[src/sv/ddg_pkg.sv]
// Package: shared types, constants and helpers for the DDA grid ray walk.
`timescale 1ns / 1ps
package ddg_pkg;

    // Walk length per ray, clamped to 1..64
    localparam int MAX_STEPS  = 32;
    localparam int STEPS      = (MAX_STEPS < 1) ? 1 : ((MAX_STEPS > 64) ? 64 : MAX_STEPS);
    localparam int STEP_W     = (STEPS > 1) ? $clog2(STEPS) : 1;

    // Grid square size and divider geometry: quotient of 2^20 by a 16-bit magnitude
    localparam int SQ_SHIFT   = 10;
    localparam int DIV_CELLS  = 21;
    localparam int QUO_W      = DIV_CELLS;
    localparam int REM_W      = 16;
    localparam int SD_W       = 28;
    localparam int DIST_W     = 27;
    localparam int PROD_W     = DIST_W + 1 + 16;

    // Face codes
    localparam logic [1:0] FACE_Y_NEG = 2'd0;
    localparam logic [1:0] FACE_X_NEG = 2'd1;
    localparam logic [1:0] FACE_Y_POS = 2'd2;
    localparam logic [1:0] FACE_X_POS = 2'd3;

    typedef struct packed {
        logic        [19:0] start_x;
        logic        [19:0] start_y;
        logic signed [15:0] dir_x;
        logic signed [15:0] dir_y;
    } ray_t;

    typedef struct packed {
        logic signed [11:0] cell_x;
        logic signed [11:0] cell_y;
        logic        [25:0] distance;
        logic signed [31:0] hit_x;
        logic signed [31:0] hit_y;
        logic        [1:0]  face;
        logic        [9:0]  tex_coord;
        logic               last;
    } result_t;

    // State of one divider cell, handed down the chain every cycle
    typedef struct packed {
        logic               valid;
        ray_t               ray;
        logic [REM_W-1:0]   rem_x;
        logic [REM_W-1:0]   rem_y;
        logic [QUO_W-1:0]   quo_x;
        logic [QUO_W-1:0]   quo_y;
    } div_cell_t;

    // Divisor magnitude; a zero component counts as one
    function automatic logic [15:0] div_mag(input logic signed [15:0] d);
        logic [15:0] m;
        m = 16'(-d);
        if (d == 16'sd0)
            return 16'd1;
        else if (d < 16'sd0)
            return m;
        else
            return d;
    endfunction

endpackage

[src/sv/ddg_step_unit.sv]
// Step unit: side-distance setup, the DDA walk and the hit/texture pipeline.
`timescale 1ns / 1ps
module ddg_step_unit (
    input  logic               clk,
    input  logic               rst_n,
    input  ddg_pkg::div_cell_t div_in,
    output logic               slot_full,
    output logic               result_valid,
    output ddg_pkg::result_t   result
);
    import ddg_pkg::*;

    // Setup slot
    logic               slot_reg;
    ray_t               s_ray_reg;
    logic [QUO_W-1:0]   s_ddx_reg, s_ddy_reg;
    logic [31:0]        s_px_reg, s_py_reg;
    logic [10:0]        frac_x, frac_y;

    // Walker
    logic               run_reg;
    logic [STEP_W-1:0]  cnt_reg;
    ray_t               w_ray_reg;
    logic [SD_W-1:0]    sdx_reg, sdy_reg, ddx_reg, ddy_reg;
    logic signed [11:0] cx_reg, cy_reg;
    logic               w_last, load, x_step;

    // Stage A
    logic               a_valid_reg, a_last_reg, a_xstep_reg, a_neg_reg;
    logic [DIST_W-1:0]  a_dist_reg;
    logic signed [11:0] a_cx_reg, a_cy_reg;
    logic signed [15:0] a_d_reg;
    logic [19:0]        a_s_reg;

    // Stage B
    logic               b_valid_reg, b_last_reg, b_xstep_reg, b_neg_reg;
    logic [DIST_W-1:0]  b_dist_reg;
    logic signed [11:0] b_cx_reg, b_cy_reg;
    logic signed [PROD_W-1:0] b_prod_reg;
    logic [19:0]        b_s_reg;

    // Stage C
    logic signed [PROD_W-1:0] q_full;
    logic [31:0]        other, line_pos, ux, uy;
    logic signed [11:0] line_cell;
    result_t            res_next, res_reg;
    logic               res_valid_reg;

    assign w_last    = (cnt_reg == STEP_W'(STEPS - 1));
    assign load      = slot_reg && (!run_reg || w_last);
    assign x_step    = (sdx_reg < sdy_reg);
    assign slot_full = slot_reg;

    // Distance from origin to first line, per axis
    always_comb
    begin
        frac_x = (div_in.ray.dir_x < 16'sd0) ? {1'b0, div_in.ray.start_x[9:0]}
                                             : 11'd1024 - {1'b0, div_in.ray.start_x[9:0]};
        frac_y = (div_in.ray.dir_y < 16'sd0) ? {1'b0, div_in.ray.start_y[9:0]}
                                             : 11'd1024 - {1'b0, div_in.ray.start_y[9:0]};
    end

    // Control state
    always_ff @(posedge clk or negedge rst_n)
    begin
        if (!rst_n)
        begin
            slot_reg      <= 1'b0;
            run_reg       <= 1'b0;
            cnt_reg       <= '0;
            a_valid_reg   <= 1'b0;
            b_valid_reg   <= 1'b0;
            res_valid_reg <= 1'b0;
        end
        else
        begin
            if (div_in.valid)
                slot_reg <= 1'b1;
            else if (load)
                slot_reg <= 1'b0;
            if (load)
            begin
                run_reg <= 1'b1;
                cnt_reg <= '0;
            end
            else if (run_reg)
            begin
                run_reg <= !w_last;
                cnt_reg <= cnt_reg + STEP_W'(1);
            end
            a_valid_reg   <= run_reg;
            b_valid_reg   <= a_valid_reg;
            res_valid_reg <= b_valid_reg;
        end
    end

    // Hold setup products for the next ray
    always_ff @(posedge clk)
    begin
        if (div_in.valid)
        begin
            s_ray_reg <= div_in.ray;
            s_ddx_reg <= div_in.quo_x;
            s_ddy_reg <= div_in.quo_y;
            s_px_reg  <= 32'(frac_x * div_in.quo_x);
            s_py_reg  <= 32'(frac_y * div_in.quo_y);
        end
    end

    // Walk: load a new ray or take one grid step
    always_ff @(posedge clk)
    begin
        if (load)
        begin
            w_ray_reg <= s_ray_reg;
            ddx_reg   <= SD_W'(s_ddx_reg);
            ddy_reg   <= SD_W'(s_ddy_reg);
            sdx_reg   <= SD_W'(s_px_reg[31:SQ_SHIFT]);
            sdy_reg   <= SD_W'(s_py_reg[31:SQ_SHIFT]);
            cx_reg    <= {2'b00, s_ray_reg.start_x[19:10]};
            cy_reg    <= {2'b00, s_ray_reg.start_y[19:10]};
        end
        else if (run_reg)
        begin
            if (x_step)
            begin
                sdx_reg <= sdx_reg + ddx_reg;
                cx_reg  <= (w_ray_reg.dir_x < 16'sd0) ? cx_reg - 12'sd1 : cx_reg + 12'sd1;
            end
            else
            begin
                sdy_reg <= sdy_reg + ddy_reg;
                cy_reg  <= (w_ray_reg.dir_y < 16'sd0) ? cy_reg - 12'sd1 : cy_reg + 12'sd1;
            end
        end
    end

    // Stage A: capture the crossing
    always_ff @(posedge clk)
    begin
        a_last_reg  <= w_last;
        a_xstep_reg <= x_step;
        if (x_step)
        begin
            a_neg_reg  <= (w_ray_reg.dir_x < 16'sd0);
            a_dist_reg <= DIST_W'(sdx_reg);
            a_cx_reg   <= (w_ray_reg.dir_x < 16'sd0) ? cx_reg - 12'sd1 : cx_reg + 12'sd1;
            a_cy_reg   <= cy_reg;
            a_d_reg    <= w_ray_reg.dir_y;
            a_s_reg    <= w_ray_reg.start_y;
        end
        else
        begin
            a_neg_reg  <= (w_ray_reg.dir_y < 16'sd0);
            a_dist_reg <= DIST_W'(sdy_reg);
            a_cx_reg   <= cx_reg;
            a_cy_reg   <= (w_ray_reg.dir_y < 16'sd0) ? cy_reg - 12'sd1 : cy_reg + 12'sd1;
            a_d_reg    <= w_ray_reg.dir_x;
            a_s_reg    <= w_ray_reg.start_x;
        end
    end

    // Stage B: distance times the other direction
    always_ff @(posedge clk)
    begin
        b_last_reg  <= a_last_reg;
        b_xstep_reg <= a_xstep_reg;
        b_neg_reg   <= a_neg_reg;
        b_dist_reg  <= a_dist_reg;
        b_cx_reg    <= a_cx_reg;
        b_cy_reg    <= a_cy_reg;
        b_s_reg     <= a_s_reg;
        b_prod_reg  <= $signed({1'b0, a_dist_reg}) * a_d_reg;
    end

    // Stage C: hit point, face and texture coordinate
    always_comb
    begin
        q_full    = (b_prod_reg + (b_prod_reg[PROD_W-1] ? PROD_W'(1023) : '0)) >>> SQ_SHIFT;
        other     = {12'd0, b_s_reg} + q_full[31:0];
        line_cell = b_xstep_reg ? b_cx_reg : b_cy_reg;
        line_pos  = {{10{line_cell[11]}}, line_cell, 10'd0} + (b_neg_reg ? 32'd1024 : 32'd0);
        ux        = b_xstep_reg ? line_pos : other;
        uy        = b_xstep_reg ? other : line_pos;
        res_next.cell_x   = b_cx_reg;
        res_next.cell_y   = b_cy_reg;
        res_next.distance = b_dist_reg[25:0];
        res_next.hit_x    = ux;
        res_next.hit_y    = uy;
        res_next.last     = b_last_reg;
        if (b_xstep_reg)
            res_next.face = b_neg_reg ? FACE_X_NEG : FACE_X_POS;
        else
            res_next.face = b_neg_reg ? FACE_Y_NEG : FACE_Y_POS;
        case (res_next.face)
            FACE_Y_NEG: res_next.tex_coord = ux[9:0];
            FACE_X_NEG: res_next.tex_coord = 10'(-uy[9:0]);
            FACE_Y_POS: res_next.tex_coord = 10'(-ux[9:0]);
            default:    res_next.tex_coord = uy[9:0];
        endcase
    end

    always_ff @(posedge clk)
    begin
        res_reg <= res_next;
    end

    assign result_valid = res_valid_reg;
    assign result       = res_reg;

endmodule

[config.mk]
export PLATFORM = sky130hd
export DESIGN_NAME = ddg_step_unit
export DESIGN_NICKNAME = d
export VERILOG_FILES = /design/src/sv/ddg_pkg.sv /design/src/sv/ddg_step_unit.sv
export SDC_FILE = /design/constraint.sdc
export NUM_CORES = 2
export LEC_CHECK = 0
export BUFFER_PORTS_ARGS = -buffer_cell sky130_fd_sc_hd__buf_2
export CAP_MARGIN = 10
export CORE_UTILIZATION = 56
export DETAILED_ROUTE_END_ITERATION = 8
export HOLD_SLACK_MARGIN = 0.03
export PLACE_DENSITY = 0.73
export SLEW_MARGIN = 20
export SYNTH_ARGS = -nofsm -noshare
export SYNTH_HDL_FRONTEND = slang
export SYNTH_SLANG_ARGS = --single-unit
[constraint.sdc]
create_clock -name clk -period 15.4 [get_ports clk]
set_clock_uncertainty 0.2 [all_clocks]
set_input_delay 0.77 -clock clk [delete_from_list [all_inputs] [get_ports clk]]
set_output_delay 0.77 -clock clk [all_outputs]
set_load 0.01 [all_outputs]
==> flow_metrics.tcl <==
set metrics [dict create \
    seqCellArea_um2 17300 \
    wl_per_cell_um 18.5 \
    portBuffers 245 \
    clock-root-buffer "clkbuf_16" \
    clk_path_buf_depth 3 \
    viasPerCell 5.48 \
    ys_types 76 \
    cts_setup_buffers 0 \
    place.detailed.hpwl_um 93300 \
    worst_ep_arrival_time_ns 8.24 \
    fin_tns_setup_ns 0 \
    die_y_um 312 \
    max_stage_delay_ns 0.98 \
    start_util_pct 56.6 \
    ios 278 \
    max_cap_violations 0 \
    ys_async_sr_fraction_pct 1.44 \
    synth-main-ff-cell "dfxtp_1" \
    wl_um 125000 \
    hold_violations 0 \
    synthMostInstantiatedCell "nand2_1" \
    first_iter_violations 2440 \
    numCtsBuffers 68 \
    largest_reg_flops 127 \
    vias 37000 \
    grt_pass1_vias 38200 \
    min_path_type "in2reg" \
    syn_area_um2 53800 \
    gp_congestion 0.891 \
    antenna_cells 0 \
    r2r_cells 21 \
    die_x_um 312 \
    slew_headroom_pct 25.2 \
    synth_top_area_cell "fa_1" \
    drive_above_1_share_pct 8.48 \
    synth-edff-count 336 \
    grt_pass1_wl_um 200000 \
    cp_cell_sequence "nand2_1 > fa_1 > inv_1 > fa_1 > fa_1 > fa_1 > fa_1 > inv_1 > fa_1 > inv_1 > ha_1 > a21o_1 > a21oi_1 > o211ai_1 > a211oi_1 > a21boi_0 > a211oi_1 > a31o_2 > a221oi_1 > a211oi_1 > a211oi_1" \
    startpoint_type "flip-flop" \
    cp-end-kind "flip-flop" \
    rrSetupSlack_ns 7.43 \
    grt_max_degree 91 \
    crit_buf_inv 3 \
    htree_levels 3 \
    min_period_ns 7.97 \
    drtPass1Iterations 6 \
    multi_input_area_um2 32800 \
    clkLatencyLatePin_ns 0.65 \
    reg2reg_to "b_prod_reg[43]$_DFF_P_" \
    cts_tree "yes" \
    synth_nets 6528 \
    clk_pin_slew_ns 0.06 \
    worst_pin_slew_ns 1.12 \
    worstPathRequired_ns 15.68 \
    yosysSeqAreaShare_pct 32.2 \
    crit_fanout 17 \
    dieArea_um2 97200 \
    cp_common_cell "fa_1" \
    setup_ws_ns 7.43 \
    final_nets 6669 \
    worstSetupPathDepth 21 \
    fillCellCount 7751 \
    syn_avg_cell_area_um2 10.2 \
    synth_cells 5284 \
    setup_violations 0 \
    synth_top_area_share_pct 25.7 \
    cp_slowest_cell "dfxtp_1" \
    outcome "finished, final reports clean" \
    dp_slack_ns 7.12 \
    area_growth_pct 8.92 \
    drc 0 \
    worstHoldEndpoint "s_ray_reg[45]$_DFFE_PP_" \
    maxSlewViolCount 0 \
    max_freq_ghz 0.126 \
    ant_nets 0 \
    rows 113 \
    critPathKind "reg2reg" \
    cp_top_family "adder cells" \
    antenna_found_initial 2 \
    yosysWarnings 0 \
    worstReg2RegStart "a_dist_reg[17]$_DFF_P_" \
    coreArea_um2 95000 \
    whs_path_depth 1 \
    globalRouteOverflowTotal 0 \
    ys_top_cells_by_area "fa_1 26%, edfxtp_1 19%, dfxtp_1 13%, ha_1 9.4%, nand2_1 5.9%" \
    hp-start "div_in[119]" \
    finalCritPeriodShare_pct 51.7 \
    track_usage_pct 26.0 \
    ys_ff_latch 695 \
    yosys-top-cells-count "843 x nand2_1, 786 x inv_1, 691 x fa_1" \
    numClockSinks 695 \
    rsz0062_at_grt "no" \
]
==> placed cells by master, fill, tap and decap left out, types with 13 or more instances in the layout <==
cell type and count:
nor2_1 176, and3_1 24, a211oi_1 13, or4_1 16, nand4_1 30, inv_1 785, o21ai_0 158, clkinv_2 17
edfxtp_1 336, nand2b_1 38, ha_1 404, nor3_1 52, a21oi_1 160, nor2b_1 21, xor2_1 82, o21bai_1 16
buf_4 39, and2_1 334, a31oi_1 16, o21a_1 32, a21o_1 91, o211ai_1 18, buf_2 244, nand3_1 57
o31ai_1 18, dfxtp_1 348, mux2_2 31, clkbuf_16 71, xnor2_1 123, nand2_1 841, fa_1 691
==> metal layers <==
metal  track usage (%)  part of all wire [%]
met3              3.78                   5.8
met4              10.6                   3.9
met5                 0                     0
met1              33.3                    41
met2              44.4                    49
==> through the flow <==
stage,utilization [%],instances,cell area (um2),hold slack (ns)
after floorplan,-,5284,53800,0.110
after global placement,59.1,6619,56100,0.110
after detailed placement,59.1,6619,56100,0.112
after CTS,61.6,6746,58500,0.0616
after global routing,61.6,6746,58600,0.0748
final,61.6,6746,58600,0.0926
==> cell type report <==
class                   instances  share of cell area, %
multi-input cells            3588                   56.0
inverters                     787                   5.06
flip-flops and latches        695                   29.6
clock inverters                42                  0.859
repair buffers                285                   2.62
well taps                    1265                   2.70
clock buffers                  84                   3.20
==> worst max path at each step <==
stage	end	slack, ns	from
2_1_floorplan	s_px_reg[30]$_DFFE_PP_	8.35	div_in[126]
3_3_place_gp	s_px_reg[30]$_DFFE_PP_	7.21	div_in[126]
3_5_place_dp	s_px_reg[30]$_DFFE_PP_	7.12	div_in[126]
4_1_cts	b_prod_reg[43]$_DFF_P_	7.43	a_dist_reg[17]$_DFF_P_
5_1_grt	b_prod_reg[43]$_DFF_P_	7.13	a_dist_reg[17]$_DFF_P_
6_report	b_prod_reg[43]$_DFF_P_	7.43	a_dist_reg[17]$_DFF_P_
==> cell families after synthesis <==
family	Yosys count	synth area share, %
simple gates	1641	14.2
fa+ha+maj	1095	35.1
buf+inv	1001	7.01
flops	695	32.2
compound gates	601	7.13
xor+xnor	213	3.47
mux	38	0.789
==> repair_timing <==
item | in CTS | in global routing
hold buffers | 1 | 0
gates resized for setup | 0 | 0
hold endpoints to repair | 10 | 0
Power is not shown: default switching activity piles up to over one toggle a cycle in this logic, so the estimate is an artifact.
