--- config.mk ---
export PLATFORM = sky130hd
export DESIGN_NAME = ddg_div_cell
export DESIGN_NICKNAME = d
export VERILOG_FILES = /design/src/sv/ddg_pkg.sv /design/src/sv/ddg_div_cell.sv
export SDC_FILE = /design/constraint.sdc
export NUM_CORES = 1
export LEC_CHECK = 0
export BUFFER_PORTS_ARGS = -buffer_cell sky130_fd_sc_hd__buf_4
export CAP_MARGIN = 20
export CORE_ASPECT_RATIO = 0.8
export CORE_MARGIN = 2
export CORE_UTILIZATION = 45
export DETAILED_ROUTE_END_ITERATION = 7
export PLACE_DENSITY = 0.9
export SLEW_MARGIN = 20
export SYNTH_ARGS = -nofsm -noshare
export SYNTH_HDL_FRONTEND = slang
export SYNTH_SLANG_ARGS = --single-unit
--- constraint.sdc ---
create_clock -name clk -period 0.9 [get_ports clk]
set_input_delay 0.27 -clock clk [delete_from_list [all_inputs] [get_ports clk]]
set_output_delay 0.27 -clock clk [all_outputs]
set_load 0.03 [all_outputs]
--- src/sv/ddg_pkg.sv ---
// Package: shared types, constants and helpers for the DDA grid ray walk.
`timescale 1ns / 1ps
package ddg_pkg;

    // Walk length per ray, clamped to 1..64
    localparam int MAX_STEPS  = 32;
    localparam int STEPS      = (MAX_STEPS < 1) ? 1 : ((MAX_STEPS > 64) ? 64 : MAX_STEPS);
    localparam int STEP_W     = (STEPS > 1) ? $clog2(STEPS) : 1;

    // Grid square size and divider geometry: quotient of 2^20 by a 16-bit magnitude
    localparam int SQ_SHIFT   = 10;
    localparam int DIV_CELLS  = 21;
    localparam int QUO_W      = DIV_CELLS;
    localparam int REM_W      = 16;
    localparam int SD_W       = 28;
    localparam int DIST_W     = 27;
    localparam int PROD_W     = DIST_W + 1 + 16;

    // Face codes
    localparam logic [1:0] FACE_Y_NEG = 2'd0;
    localparam logic [1:0] FACE_X_NEG = 2'd1;
    localparam logic [1:0] FACE_Y_POS = 2'd2;
    localparam logic [1:0] FACE_X_POS = 2'd3;

    typedef struct packed {
        logic        [19:0] start_x;
        logic        [19:0] start_y;
        logic signed [15:0] dir_x;
        logic signed [15:0] dir_y;
    } ray_t;

    typedef struct packed {
        logic signed [11:0] cell_x;
        logic signed [11:0] cell_y;
        logic        [25:0] distance;
        logic signed [31:0] hit_x;
        logic signed [31:0] hit_y;
        logic        [1:0]  face;
        logic        [9:0]  tex_coord;
        logic               last;
    } result_t;

    // State of one divider cell, handed down the chain every cycle
    typedef struct packed {
        logic               valid;
        ray_t               ray;
        logic [REM_W-1:0]   rem_x;
        logic [REM_W-1:0]   rem_y;
        logic [QUO_W-1:0]   quo_x;
        logic [QUO_W-1:0]   quo_y;
    } div_cell_t;

    // Divisor magnitude; a zero component counts as one
    function automatic logic [15:0] div_mag(input logic signed [15:0] d);
        logic [15:0] m;
        m = 16'(-d);
        if (d == 16'sd0)
            return 16'd1;
        else if (d < 16'sd0)
            return m;
        else
            return d;
    endfunction

endpackage

--- src/sv/ddg_div_cell.sv ---
// Divider cell: one restoring quotient bit for both axis deltas of a ray.
`timescale 1ns / 1ps
module ddg_div_cell (
    input  logic               clk,
    input  logic               rst_n,
    input  logic               num_bit,
    input  ddg_pkg::div_cell_t cell_in,
    output ddg_pkg::div_cell_t cell_out
);
    import ddg_pkg::*;

    logic             valid_reg;
    div_cell_t        data_reg;
    div_cell_t        data_next;
    logic [15:0]      dvs_x, dvs_y;
    logic [REM_W:0]   sh_x, sh_y;
    logic             ge_x, ge_y;

    // Shift in the next numerator bit and try a subtract on each axis
    always_comb
    begin
        dvs_x = div_mag(cell_in.ray.dir_x);
        dvs_y = div_mag(cell_in.ray.dir_y);
        sh_x  = {cell_in.rem_x, num_bit};
        sh_y  = {cell_in.rem_y, num_bit};
        ge_x  = (sh_x >= {1'b0, dvs_x});
        ge_y  = (sh_y >= {1'b0, dvs_y});
        data_next       = cell_in;
        data_next.rem_x = ge_x ? REM_W'(sh_x - {1'b0, dvs_x}) : REM_W'(sh_x);
        data_next.rem_y = ge_y ? REM_W'(sh_y - {1'b0, dvs_y}) : REM_W'(sh_y);
        data_next.quo_x = {cell_in.quo_x[QUO_W-2:0], ge_x};
        data_next.quo_y = {cell_in.quo_y[QUO_W-2:0], ge_y};
    end

    // Track occupancy
    always_ff @(posedge clk or negedge rst_n)
    begin
        if (!rst_n)
            valid_reg <= 1'b0;
        else
            valid_reg <= cell_in.valid;
    end

    // Advance payload
    always_ff @(posedge clk)
    begin
        data_reg <= data_next;
    end

    always_comb
    begin
        cell_out       = data_reg;
        cell_out.valid = valid_reg;
    end

endmodule

==> key figures, run 1 <==
Outcome
  • Status: did not finish
  • Failing step: clock tree synthesis (4_1_cts)
  • Stop err: [ERROR DPL-0033] detailed placement checks failed during check placement.

Clock network
  • Cts repair resizes: 355
  • Total CTS buffers: 17
  • CTS max path bufs: 2
  • CTS root buf: clkbuf_16
  • Clock Sinks: 147
  • Hold-fix buffers, CTS: 82
  • Buffer count from post-CTS setup fixing: 9
  • # H-tree levels: 4

Synthesis
  • Post-Synth Simple-Gate Area: 11.88%
  • Syn_nets: 708
  • Largest family of logic cells by synthesized area: compound AO/OA/AOI/OAI gates
  • Post-synthesis cell type count: 64
  • Seq/Total Area, Yosys: 52.72%
  • Async SR Flop Fraction: less than 1%
  • Ys flop type: dfxtp_1
  • Post-Synth XOR/XNOR Area: 7.049%
  • Synth warn: 0
  • Multiplexer share of the synthesized area: 3.379%
  • Area share of the largest cell type after synthesis: 52.27%
  • Cell Area, Synth: 5592 um2
  • Yosys top cell by area: dfxtp_1
  • Synth Area in Compound Gates: 14.95%
  • #FFs+latches synth: 147
  • Synthesized instance count: between 500 and 600
  • Synth area leaders: dfxtp_1 (52%), ha_1 (7.6%), xor2_1 (5.3%)
  • Post-synthesis adder-cell area fraction: about 8.3%
  • EDFF count, synth: 0
  • Syn Area/Cell: 10.71 um2

Place
  • Placer Congestion: 0.9176
  • Hpwl dp: between 15000 and 20000 um
  • Placed Area: slightly above 9000 um2
  • Port Buffers: 294

Die
  • Io pins: just under 300
  • Initial core utilization: 45.98%
  • Die W: 128.6 um
  • Std cell rows: 36
  • Die Y: between 100 and 150 um
## metrics by stage
stage / util (%) / cells / setup slack (ns)
3_3_place_gp: 74.96 / 1101 / -2.903
3_5_place_dp: 74.96 / 1101 / -3.102
2_1_floorplan: - / 522 / -2.675
## cells by family after synthesis
logic type                 after synthesis
muxes                                   17
DFF                                    147
buffers and inverters                   23
adders and majority gates               36
AOI/OAI and AO/OA                      126
and+or+nand+nor                        128
xor gates and xnor gates                45
## synth_stat cells, drive strengths merged, types with 2 or more instances
cell type	count
a21oi	33
o21bai	3
a31oi	3
nand4	4
o21ai	31
a21o	8
or4	9
a21boi	2
xnor2	11
ha	34
o21a	9
nor2b	7
nor4	3
a41oi	3
mux2i	2
mux2	15
nor2	35
or3	4
xor2	34
o31ai	10
dfxtp	146
o41ai	3
buf	5
nand2	33
o31a	4
o211ai	3
inv	13
nand3b	3
and2	3
clkbuf	5
fa	2
nand2b	4
or2	3
nor3	7
and3	4
nand3	7
==> inputs of run 2 (changes only) <==
--- a/config.mk
+++ b/config.mk
@@ -7,11 +7,10 @@
 export LEC_CHECK = 0
 export BUFFER_PORTS_ARGS = -buffer_cell sky130_fd_sc_hd__buf_4
 export CAP_MARGIN = 20
-export CORE_ASPECT_RATIO = 0.8
 export CORE_MARGIN = 2
-export CORE_UTILIZATION = 45
+export CORE_UTILIZATION = 40
 export DETAILED_ROUTE_END_ITERATION = 7
-export PLACE_DENSITY = 0.9
+export PLACE_DENSITY_LB_ADDON = 0.15
 export SLEW_MARGIN = 20
 export SYNTH_ARGS = -nofsm -noshare
 export SYNTH_HDL_FRONTEND = slang
==> run 2 against run 1 <==
Compared with the run above:
- the flow now finishes, with violations (negative setup slack)
- area after synthesis unchanged
- synthesized cell count unchanged
==> key figures, run 2 <==
Finish
  • Max reg flops: 146
  • Nets: 1252
  • Most common cell after layout, fill and taps aside: buf_4
  • Fillers: 688
  • Seq. cell area: 3138 um2
  • Share of cells above drive strength 1: 65.06%
  • Multi-input gate area: roughly 2800 um2
  • Area Overhead vs Synth: 110.5%
  • Most frequent cells in the layout: buf_4 (285), buf_6 (162), dfxtp_2 (143), dlygate4sd3_1 (82), xor2_1 (34)

Drt
  • Routed Antenna Nets: 0
  • First-pass detailed-route iteration total: 5
  • Via count: about 6700
  • Drt initial violations: 415
  • DR DRC count: 0
  • Routed len/inst: between 20 and 25 um
  • Via density: 5.284
  • WL final: approximately 28000 um

STA
  • # setup viols final: between 150 and 200
  • Hold_ws: 0.03778 ns
  • Fin crit share: 381.0%
  • Max_slew headroom: 67.77%
  • Final hold violation count: 0
  • Setup TNS Final: -121.73 ns
  • Max Slew Vio Count: 0
  • RSZ-0062 raised after global routing: yes
  • Worst-Margin Slew: between 0.4 and 0.5 ns
  • Final worst slack: -2.529 ns
  • Period minus WS final: 3.429 ns
  • Max frequency: ~0.29 GHz

Clock network
  • CTS max path bufs: 2 (unchanged)
  • Total CTS buffers: 17 (unchanged)
  • Clock slew at reported path FFs: 0.07 ns
  • Clock Sinks: 147 (unchanged)
  • # H-tree levels: 4 (unchanged)
  • CTS tree: built
  • CTS root buf: clkbuf_16

Global route
  • Initial antenna violation count: 1
  • Total track usage: a little over a third
  • First-pass GRT wire length: 40190 um
  • Largest net degree at the start of global routing: 19
  • GRT Residual Overflow: 0
  • Number of global-route vias before repair: 7086

Die
  • Io pins: 297 (unchanged)
  • Std cell rows: 43 (+19%)
  • Die W: 122.2 um (-5.0%)
  • Initial core utilization: 40.60% (-5.4 points)
  • Die Y: 122.2 um (+18%)
  • Core Area: 13770 um2
  • Die area: 14940 um2

Critical path
  • Worst Setup End Kind: flip-flop
  • Crit-path cells: buf_6 > or4_4 > or4_4 > or4_4 > nand2_2 > o21a_1 > ha_4 > nor2b_4 > o31a_1 > o2111ai_4 > a31oi_4 > buf_12 > mux2_2
  • CP Class: in2reg
  • Crit path max fanout: 10
  • Slowest cell on crit path: or4_4
  • CP Data Arrival Time: 3.75 ns
  • Worst path max stage delay: 0.54 ns
  • CP Launch Type: input port
  • Worst Path Buf+Inv: 2
  • Worst path required time: 1.22 ns
  • Top cell by count, worst path: or4_4
  • CP delay by family, top: simple AND/OR/NAND/NOR gates

Worst hold path
  • Worst hold-check path type: in2reg
  • Min-delay src: cell_in[99]
  • WHS Endpoint: cell_out[99]
  • Hold Path Stages: 2

Synthesis
  • Synthesized instance count: 522 (unchanged)
  • Syn Area/Cell: 10.71 um2 (unchanged)
  • Yosys top cell by area: dfxtp_1
  • Seq/Total Area, Yosys: 52.72% (unchanged)
  • Top cells by count, synth: dfxtp_1 (146), nor2_1 (35), ha_1 (34), xor2_1 (34), a21oi_1 (33)
  • Top-count cell post-synth: dfxtp_1
  • Ys flop type: dfxtp_1
  • Synth warn: 0 (unchanged)
  • Post-synthesis cell type count: 64 (unchanged)
  • Area share of the largest cell type after synthesis: 52.27% (unchanged)
  • EDFF count, synth: 0 (unchanged)
  • Syn_nets: 708 (unchanged)
  • Cell Area, Synth: 5592 um2 (unchanged)
  • Synth area leaders: dfxtp_1 (52%), ha_1 (7.6%), xor2_1 (5.3%)
  • Async SR Flop Fraction: 0.6803% (unchanged)
  • #FFs+latches synth: 147 (unchanged)

Pwr
  • VDD IR-drop max: around 1.5 mV
  • Leak: 5.466 nW
  • Pwr Density: 2022 nW/um2

Outcome
  • Failing checks: negative setup slack
  • Status: finished, violations left

Place
  • Hpwl dp: 16740 um (-4.0%)
  • Placer Congestion: 0.9269 (+1.0%)
  • Port Buffers: 294 (unchanged)

Run
  • Max cap viols: 0
## run 2: cell counts after synthesis
No cell type changed its count.
## run 2: metrics by stage
stage / instance area [um2] / instances / total power, mW / util, % / worst slack (ns)
floorplan: 5714 / 522 / 11.13 / - / -2.675
global placement: 9219 / 1133 / 14.30 / 66.93 / -2.861
detailed placement: 9219 / 1133 / 14.38 / 66.93 / -2.925
CTS: 11630 / 1256 / 23.17 / 84.45 / -2.410
global route: 11770 / 1260 / 24.47 / 85.45 / -2.581
finish: 11770 / 1260 / 23.80 / 85.45 / -2.529
## run 2: logic make-up (layout without fill, tap and decap cells)
group	count (synthesis)	count (layout)	share of synthesized area, %
adder cells (fa/ha/maj)	36	36	8.324
flip-flops	147	147	52.72
other	0	1	0
AO/OA/AOI/OAI	126	126	14.95
AND/OR/NAND/NOR	128	128	11.88
multiplexers	17	17	3.379
XOR/XNOR	45	45	7.049
buffers and inverters	23	580	1.701
## run 2: layer usage
layer,vias to the layer above,global-route usage [%],part of all wire (%)
li1,2952,-,-
met1,3170,37.05,34
met2,411,65.69,51
met3,125,10.18,8.6
met4,0,22.13,6.3
met5,-,0,0
## run 2: report_power, final
group | switching, mW | internal, mW | total [mW]
clock network | 3.49 | 4.29 | 7.78
logic | 4.17 | 4.06 | 8.23
registers | 0.426 | 7.36 | 7.79
total | 8.08 | 15.7 | 23.8
## run 2: layout make-up
class	instances	area share (%)
antenna	1	0.02126
timing repair buffer	534	41.42
inverter	13	0.4784
tap	180	1.914
timing repair inverter	1	0.06379
multi-input combinational	352	24.05
clock buffer	17	3.615
sequential	147	26.66
clock inverter	15	1.775
## run 2: repair_timing
action / 4_1_cts / 5_1_grt
endpoints found under the hold margin: 82 / 0
pin swaps: 14 / 10
gates cloned: 2 / 0
setup buffers: 8 / 4
setup endpoints to repair: 181 / 181
hold buffers: 82 / 0
resized for setup: 329 / 27
## run 2: worst max path at each step
stage	endpoint	slack, ns	from	cells after the start
2_1_floorplan	cell_out[70]	-2.67	cell_in[96]	12
5_1_grt	cell_out[52]	-2.58	cell_in[80]	13
3_5_place_dp	cell_out[68]	-2.93	cell_in[96]	14
4_1_cts	cell_out[56]	-2.41	cell_in[80]	13
3_3_place_gp	cell_out[57]	-2.86	cell_in[80]	14
6_report	cell_out[57]	-2.53	cell_in[80]	13
Power figures use the tool's default switching activity.
==> inputs of run 3 (changes only) <==
==> constraint.sdc (replaced) <==
create_clock -name clk -period 3.1 [get_ports clk]
set_input_delay 0.93 -clock clk [delete_from_list [all_inputs] [get_ports clk]]
set_output_delay 0.93 -clock clk [all_outputs]
set_load 0.03 [all_outputs]
==> run 3 against run 2 <==
Compared with the run above:
- the run still ends with negative setup slack left
- critical path depth unchanged
- critical path type unchanged
- worst setup slack improved by 1.5 ns
- total power decreased by 73%
==> key figures, run 3 (synthesis results as in run 2) <==
Place
  • Place WS: -1.479 ns (+1.447 ns)
  • Placed cells: 1125 (-0.71%)
  • Hpwl dp: 17050 um (+1.9%)
  • Placer Congestion: 0.9650 (+4.1%)
  • Port Buffers: 294 (unchanged)

Critical path
  • Worst path max stage delay: 0.56 ns (+0.02 ns)
  • Worst Setup End Kind: flip-flop
  • CP Class: in2reg
  • Worst path required time: 3.41 ns (+2.19 ns)
  • Crit-path cells: buf_6 > or4_4 > or4_4 > buf_6 > o31ai_4 > xor2_2 > ha_1 > a21o_1 > a2111o_1 > a211oi_2 > a21o_1 > clkinvlp_4 > mux2_4
  • Crit path max fanout: 4 (-6)
  • CP Launch Type: input port
  • CP Data Arrival Time: 4.39 ns (+0.64 ns)
  • CP delay by family, top: compound AO/OA/AOI/OAI gates
  • Worst Path Buf+Inv: 3 (+1)
  • Slowest cell on crit path: or4_4

Die
  • Die Y: 122.2 um (unchanged)
  • Die W: 122.2 um (unchanged)
  • Io pins: 297 (unchanged)
  • Die area: 14940 um2 (unchanged)
  • Std cell rows: 43 (unchanged)
  • Core Area: 13770 um2 (unchanged)
  • Initial core utilization: 40.60% (unchanged)

Finish
  • Fin cells: 1176 (-6.7%)
  • ANT cells: 0 (-1)
  • Seq. cell area: 2948 um2 (-6.1%)
  • Max reg flops: 146 (unchanged)
  • Most common cell after layout, fill and taps aside: buf_4
  • Share of cells above drive strength 1: 55.42% (-9.6 points)
  • Multi-input gate area: 2799 um2 (-1.1%)
  • Fillers: 1005 (+46%)
  • Area Overhead vs Synth: 81.23%
  • Nets: 1169 (-6.6%)
  • Most frequent cells in the layout: buf_4 (430), dfxtp_1 (146), xor2_1 (33), nand2_1 (31), ha_1 (31)

Global route
  • Largest net degree at the start of global routing: 19 (unchanged)
  • M1 GR Usage: 30.13% (-6.9 points)
  • Met3 Resource Use GR: 7.249% (-2.9 points)
  • GRT busiest layer: met2
  • Total track usage: 27.67% (-8.7 points)
  • Number of global-route vias before repair: 5922 (-16%)
  • First-pass GRT wire length: 31060 um (-23%)
  • Initial antenna violation count: 0 (-1)
  • GRT Residual Overflow: 0 (unchanged)
  • Met2 GRT Util: 49.48% (-16 points)

Pwr
  • Leak: 4.925 nW (-9.9%)
  • VDD IR-drop max: 0.3425 mV (-77%)
  • Pwr Density: 630.6 nW/um2 (-69%)

STA
  • Final worst slack: -0.9848 ns (+1.544 ns)
  • Max_slew headroom: 71.04% (+3.3 points)
  • # setup viols final: 34 (-81%)
  • Final hold violation count: 0 (unchanged)
  • RSZ-0062 raised after global routing: yes
  • Max Slew Vio Count: 0 (unchanged)
  • Period minus WS final: about 4.1 ns
  • Worst-Margin Slew: 0.4344 ns (-0.04748 ns)
  • Max frequency: roughly 0.24 GHz
  • Fin crit share: 131.8%

Clock network
  • Clock slew at reported path FFs: 0.06 ns (about the same)
  • Total CTS buffers: 17 (unchanged)
  • Clock Sinks: 147 (unchanged)
  • CTS tree: built
  • # H-tree levels: 4 (unchanged)
  • CTS max path bufs: 2 (unchanged)
  • CTS root buf: clkbuf_16
  • Hold-fix buffers, CTS: 0 (-100%)

Drt
  • Drt initial violations: 288 (-31%)
  • Via count: 5860 (-12%)
  • First-pass detailed-route iteration total: 7 (+2)
  • Routed Antenna Nets: 0 (unchanged)
  • Routed len/inst: 18.23 um (-18%)
  • Via density: 4.983 (-5.7%)
  • DR DRC count: 0 (unchanged)
  • WL final: 21440 um (-23%)

Run
  • Max cap viols: 0 (unchanged)

Worst hold path
  • Worst hold-check path type: in2async

Outcome
  • Failing checks: negative setup slack
  • Status: finished, violations left
## run 3: changes by cell type in the layout (fill, tap and decap cells not counted), sizes merged
| cell | change |
|---|---|
| diode | -1 |
| buf | -1 |
| inv | +1 |
| clkinv | -1 |
| dlygate4sd3 | -82 |
## run 3: layer usage
layer | wire [um] | vias up
met2 | 11170 | 234
li1 | - | 2794
met1 | 7969 | 2780
met3 | 1440 | 52
met4 | 864 | 0
met5 | 0 | -
## run 3: where the power goes
part	total (mW)	internal (mW)	leakage, nW	switching [mW]
clock network	2.12	1.23	0.303	0.895
registers	2.17	2.10	1.24	0.0731
logic	2.10	0.987	3.38	1.11
## run 3: repair_timing
action / 4_1_cts / 5_1_grt
setup endpoints to repair: 34 / 34
resized for setup: 35 / 21
cloned: 2 / 0
buffers inserted: 13 / 5
pin swaps: 19 / 8
## run 3: path summary, 6_finish.rpt
path	depth (start not counted)	start	slack [ns]	end
setup / recovery	13	cell_in[99]	-0.98	cell_out[73]
hold / removal	1	rst_n	0.27	valid_reg
max in group asynchronous	1	rst_n	2.74	valid_reg
min in group clk	1	cell_in[15]	0.60	cell_out[16]
## run 3: area by class of cell
| type | instances | area share [%] |
|---|---|---|
| Clock buffer | 17 | 4.198 |
| Multi-Input combinational cell | 352 | 27.62 |
| Sequential cell | 147 | 29.09 |
| Tap cell | 180 | 2.222 |
| Inverter | 13 | 0.5556 |
| Timing Repair inverter | 1 | 0.07408 |
| Clock inverter | 15 | 1.803 |
| Timing Repair Buffer | 451 | 34.44 |
## run 3: metrics by stage
step	total power [mW]	TNS, ns	instance area, um2	util (%)	hold slack, ns
2_1_floorplan	3.232	-31.52	5714	-	0.6344
3_3_place_gp	4.127	-41.21	9134	66.32	0.7085
3_5_place_dp	4.159	-45.59	9134	66.32	0.7117
4_1_cts	6.370	-27.07	10010	72.71	0.2614
5_1_grt	6.640	-32.18	10130	73.57	0.2571
6_report	6.390	-30.23	10130	73.57	0.2735
==> inputs of run 4 (changes only) <==
--- a/config.mk
+++ b/config.mk
@@ -9,6 +9,7 @@
 export CAP_MARGIN = 20
 export CORE_MARGIN = 2
 export CORE_UTILIZATION = 40
+export CTS_BUF_LIST = sky130_fd_sc_hd__clkbuf_4 sky130_fd_sc_hd__clkbuf_8
 export DETAILED_ROUTE_END_ITERATION = 7
 export PLACE_DENSITY_LB_ADDON = 0.15
 export SLEW_MARGIN = 20
==> run 4 against run 3 <==
Compared with the run above:
- the run still ends with negative setup slack left
- first-iteration DRC count is 3.8% lower
- critical path depth is the same
- highest routed layer is now met5
- total power fell by 8.7%
- largest power group unchanged
- worst hold slack got worse by 0.045 ns
==> key figures, run 4 (synthesis results as in run 2) <==
STA
  • Max Slew Vio Count: 0 (unchanged)
  • Worst-Margin Slew: 0.4592 ns (+0.02478 ns)
  • Final worst slack: -0.8843 ns (+0.1005 ns)
  • Final hold violation count: 0 (unchanged)
  • Max_slew headroom: 69.39% (-1.7 points)
  • RSZ-0062 raised after global routing: yes
  • Max frequency: 0.2510 GHz (+2.5%)
  • Fin crit share: 128.5% (-3.2 points)
  • Period minus WS final: 3.984 ns (-0.1005 ns)
  • # setup viols final: 34 (unchanged)

Critical path
  • CP Launch Type: input port
  • Crit path max fanout: 4 (unchanged)
  • Worst path max stage delay: 0.56 ns (about the same)
  • Crit-path cells: buf_6 > or4_4 > or4_4 > buf_6 > o31ai_4 > xor2_1 > ha_1 > a21o_1 > a2111o_1 > a211oi_2 > a21o_1 > clkinvlp_4 > mux2_2
  • Worst Setup End Kind: flip-flop
  • Slowest cell on crit path: or4_4
  • CP Class: in2reg
  • Worst path required time: 3.45 ns (+0.04 ns)
  • CP Data Arrival Time: 4.34 ns (-0.05 ns)

Die
  • Die area: 14940 um2 (unchanged)
  • Initial core utilization: 40.60% (unchanged)
  • Std cell rows: 43 (unchanged)
  • Io pins: 297 (unchanged)
  • Die W: 122.2 um (unchanged)
  • Core Area: 13770 um2 (unchanged)
  • Die Y: 122.2 um (unchanged)

Global route
  • Initial antenna violation count: 1 (+1)
  • Total track usage: 27.53% (-0.14 points)
  • First-pass GRT wire length: 30860 um (-0.62%)
  • GRT Residual Overflow: 0 (unchanged)
  • Number of global-route vias before repair: 5865 (-0.96%)
  • Largest net degree at the start of global routing: 19 (unchanged)

Outcome
  • Failing checks: negative setup slack
  • Status: finished, violations left

Pwr
  • Pwr Density: 589.5 nW/um2 (-6.5%)
  • Leak: 4.816 nW (-2.2%)
  • VDD IR-drop max: 0.2865 mV (-16%)
  • Design Power: 5.833 mW (-8.7%)

Run
  • Max cap viols: 0 (unchanged)

Place
  • Placer Congestion: 0.9650 (unchanged)
  • Port Buffers: 294 (unchanged)
  • Hpwl dp: 17050 um (unchanged)

Clock network
  • Total CTS buffers: 17 (unchanged)
  • CTS max path bufs: 2 (unchanged)
  • Clock Sinks: 147 (unchanged)
  • CTS root buf: clkbuf_8
  • # H-tree levels: 4 (unchanged)
  • CTS tree: built
  • Clock slew at reported path FFs: 0.09 ns (+0.03 ns)

Finish
  • Util after Layout: 71.84% (-1.7 points)
  • Nets: 1163 (-0.51%)
  • Area Overhead vs Synth: 76.95%
  • Most frequent cells in the layout: buf_4 (425), dfxtp_1 (146), xor2_1 (34), ha_1 (31), nand2_1 (29)
  • Most common cell after layout, fill and taps aside: buf_4
  • Max reg flops: 146 (unchanged)
  • ANT cells: 0 (unchanged)
  • Share of cells above drive strength 1: 54.95% (-0.47 points)

Worst hold path
  • Worst hold-check path type: in2async

Drt
  • DR DRC count: 0 (unchanged)
  • Routed Antenna Nets: 0 (unchanged)
  • Routed len/inst: 17.99 um (-1.3%)
  • Via density: 4.953 (-0.60%)
  • WL final: 21050 um (-1.8%)
  • Drt initial violations: 277 (-3.8%)
  • Via count: 5795 (-1.1%)
  • First-pass detailed-route iteration total: 4 (-3)
run 4: changes by cell type in the layout (fill, tap and decap cells not counted), sizes merged:
cell / delta
buf: -6
run 4: worst paths after layout:
check / depth (start not counted) / to / slack, ns / startpoint
setup / recovery: 13 / cell_out[73] / -0.88 / cell_in[99]
max in group asynchronous: 1 / valid_reg / 2.79 / rst_n
hold / removal: 1 / valid_reg / 0.23 / rst_n
min in group clk: 1 / cell_out[31] / 0.55 / cell_in[30]
run 4: where the power goes:
| part | switching, mW | internal [mW] | leakage, nW |
|---|---|---|---|
| Combinational | 1.10 | 0.975 | 3.36 |
| Sequential | 0.0738 | 2.09 | 1.24 |
| Clock | 0.837 | 0.755 | 0.216 |
run 4: repair_timing:
action / CTS / global route
gates resized for setup: 34 / 19
hold buffers: 0 / 0
cloned: 2 / 0
setup endpoints to repair: 34 / 34
pin swaps: 17 / 10
setup buffers: 8 / 4
run 4: through the flow:
| stage | hold WS (ns) | TNS [ns] | std cells | setup WS [ns] | cell area (um2) |
|---|---|---|---|---|---|
| final | 0.2285 | -26.74 | 1170 | -0.8843 | 9894 |
| after CTS | 0.2186 | -25.58 | 1166 | -0.8137 | 9784 |
| after floorplan | 0.6344 | -31.52 | 522 | -1.135 | 5714 |
| after global routing | 0.2102 | -29.31 | 1170 | -0.9490 | 9894 |
| after global placement | 0.7085 | -41.21 | 1125 | -1.296 | 9134 |
| after detailed placement | 0.7117 | -45.59 | 1125 | -1.479 | 9134 |
run 4: critical path: cells and delay by family:
family	cells	cell delay, ns
multiplexers	1	0.33
AND/OR/NAND/NOR	2	1.00
XOR/XNOR	1	0.18
adder cells (fa/ha/maj)	1	0.28
buffers and inverters	3	0.46
AO/OA/AOI/OAI	5	1.16
run 4: final cells by class:
class,instances,area (um2)
timing repair buffer,445,3441
timing repair inverter,1,7.507
sequential,147,2948
clock buffer,17,234.0
multi-input combinational,352,2805
clock inverter,15,182.7
tap,180,225.2
fill,1037,3879
inverter,13,51.30
run 4: layer usage:
layer | GRT usage [%] | vias up | wire [um]
met2 | 48.47 | 231 | 10840
met1 | 29.66 | 2723 | 7685
met4 | 14.66 | 2 | 949
met5 | 0 | - | 7
met3 | 8.132 | 61 | 1568
li1 | - | 2778 | -
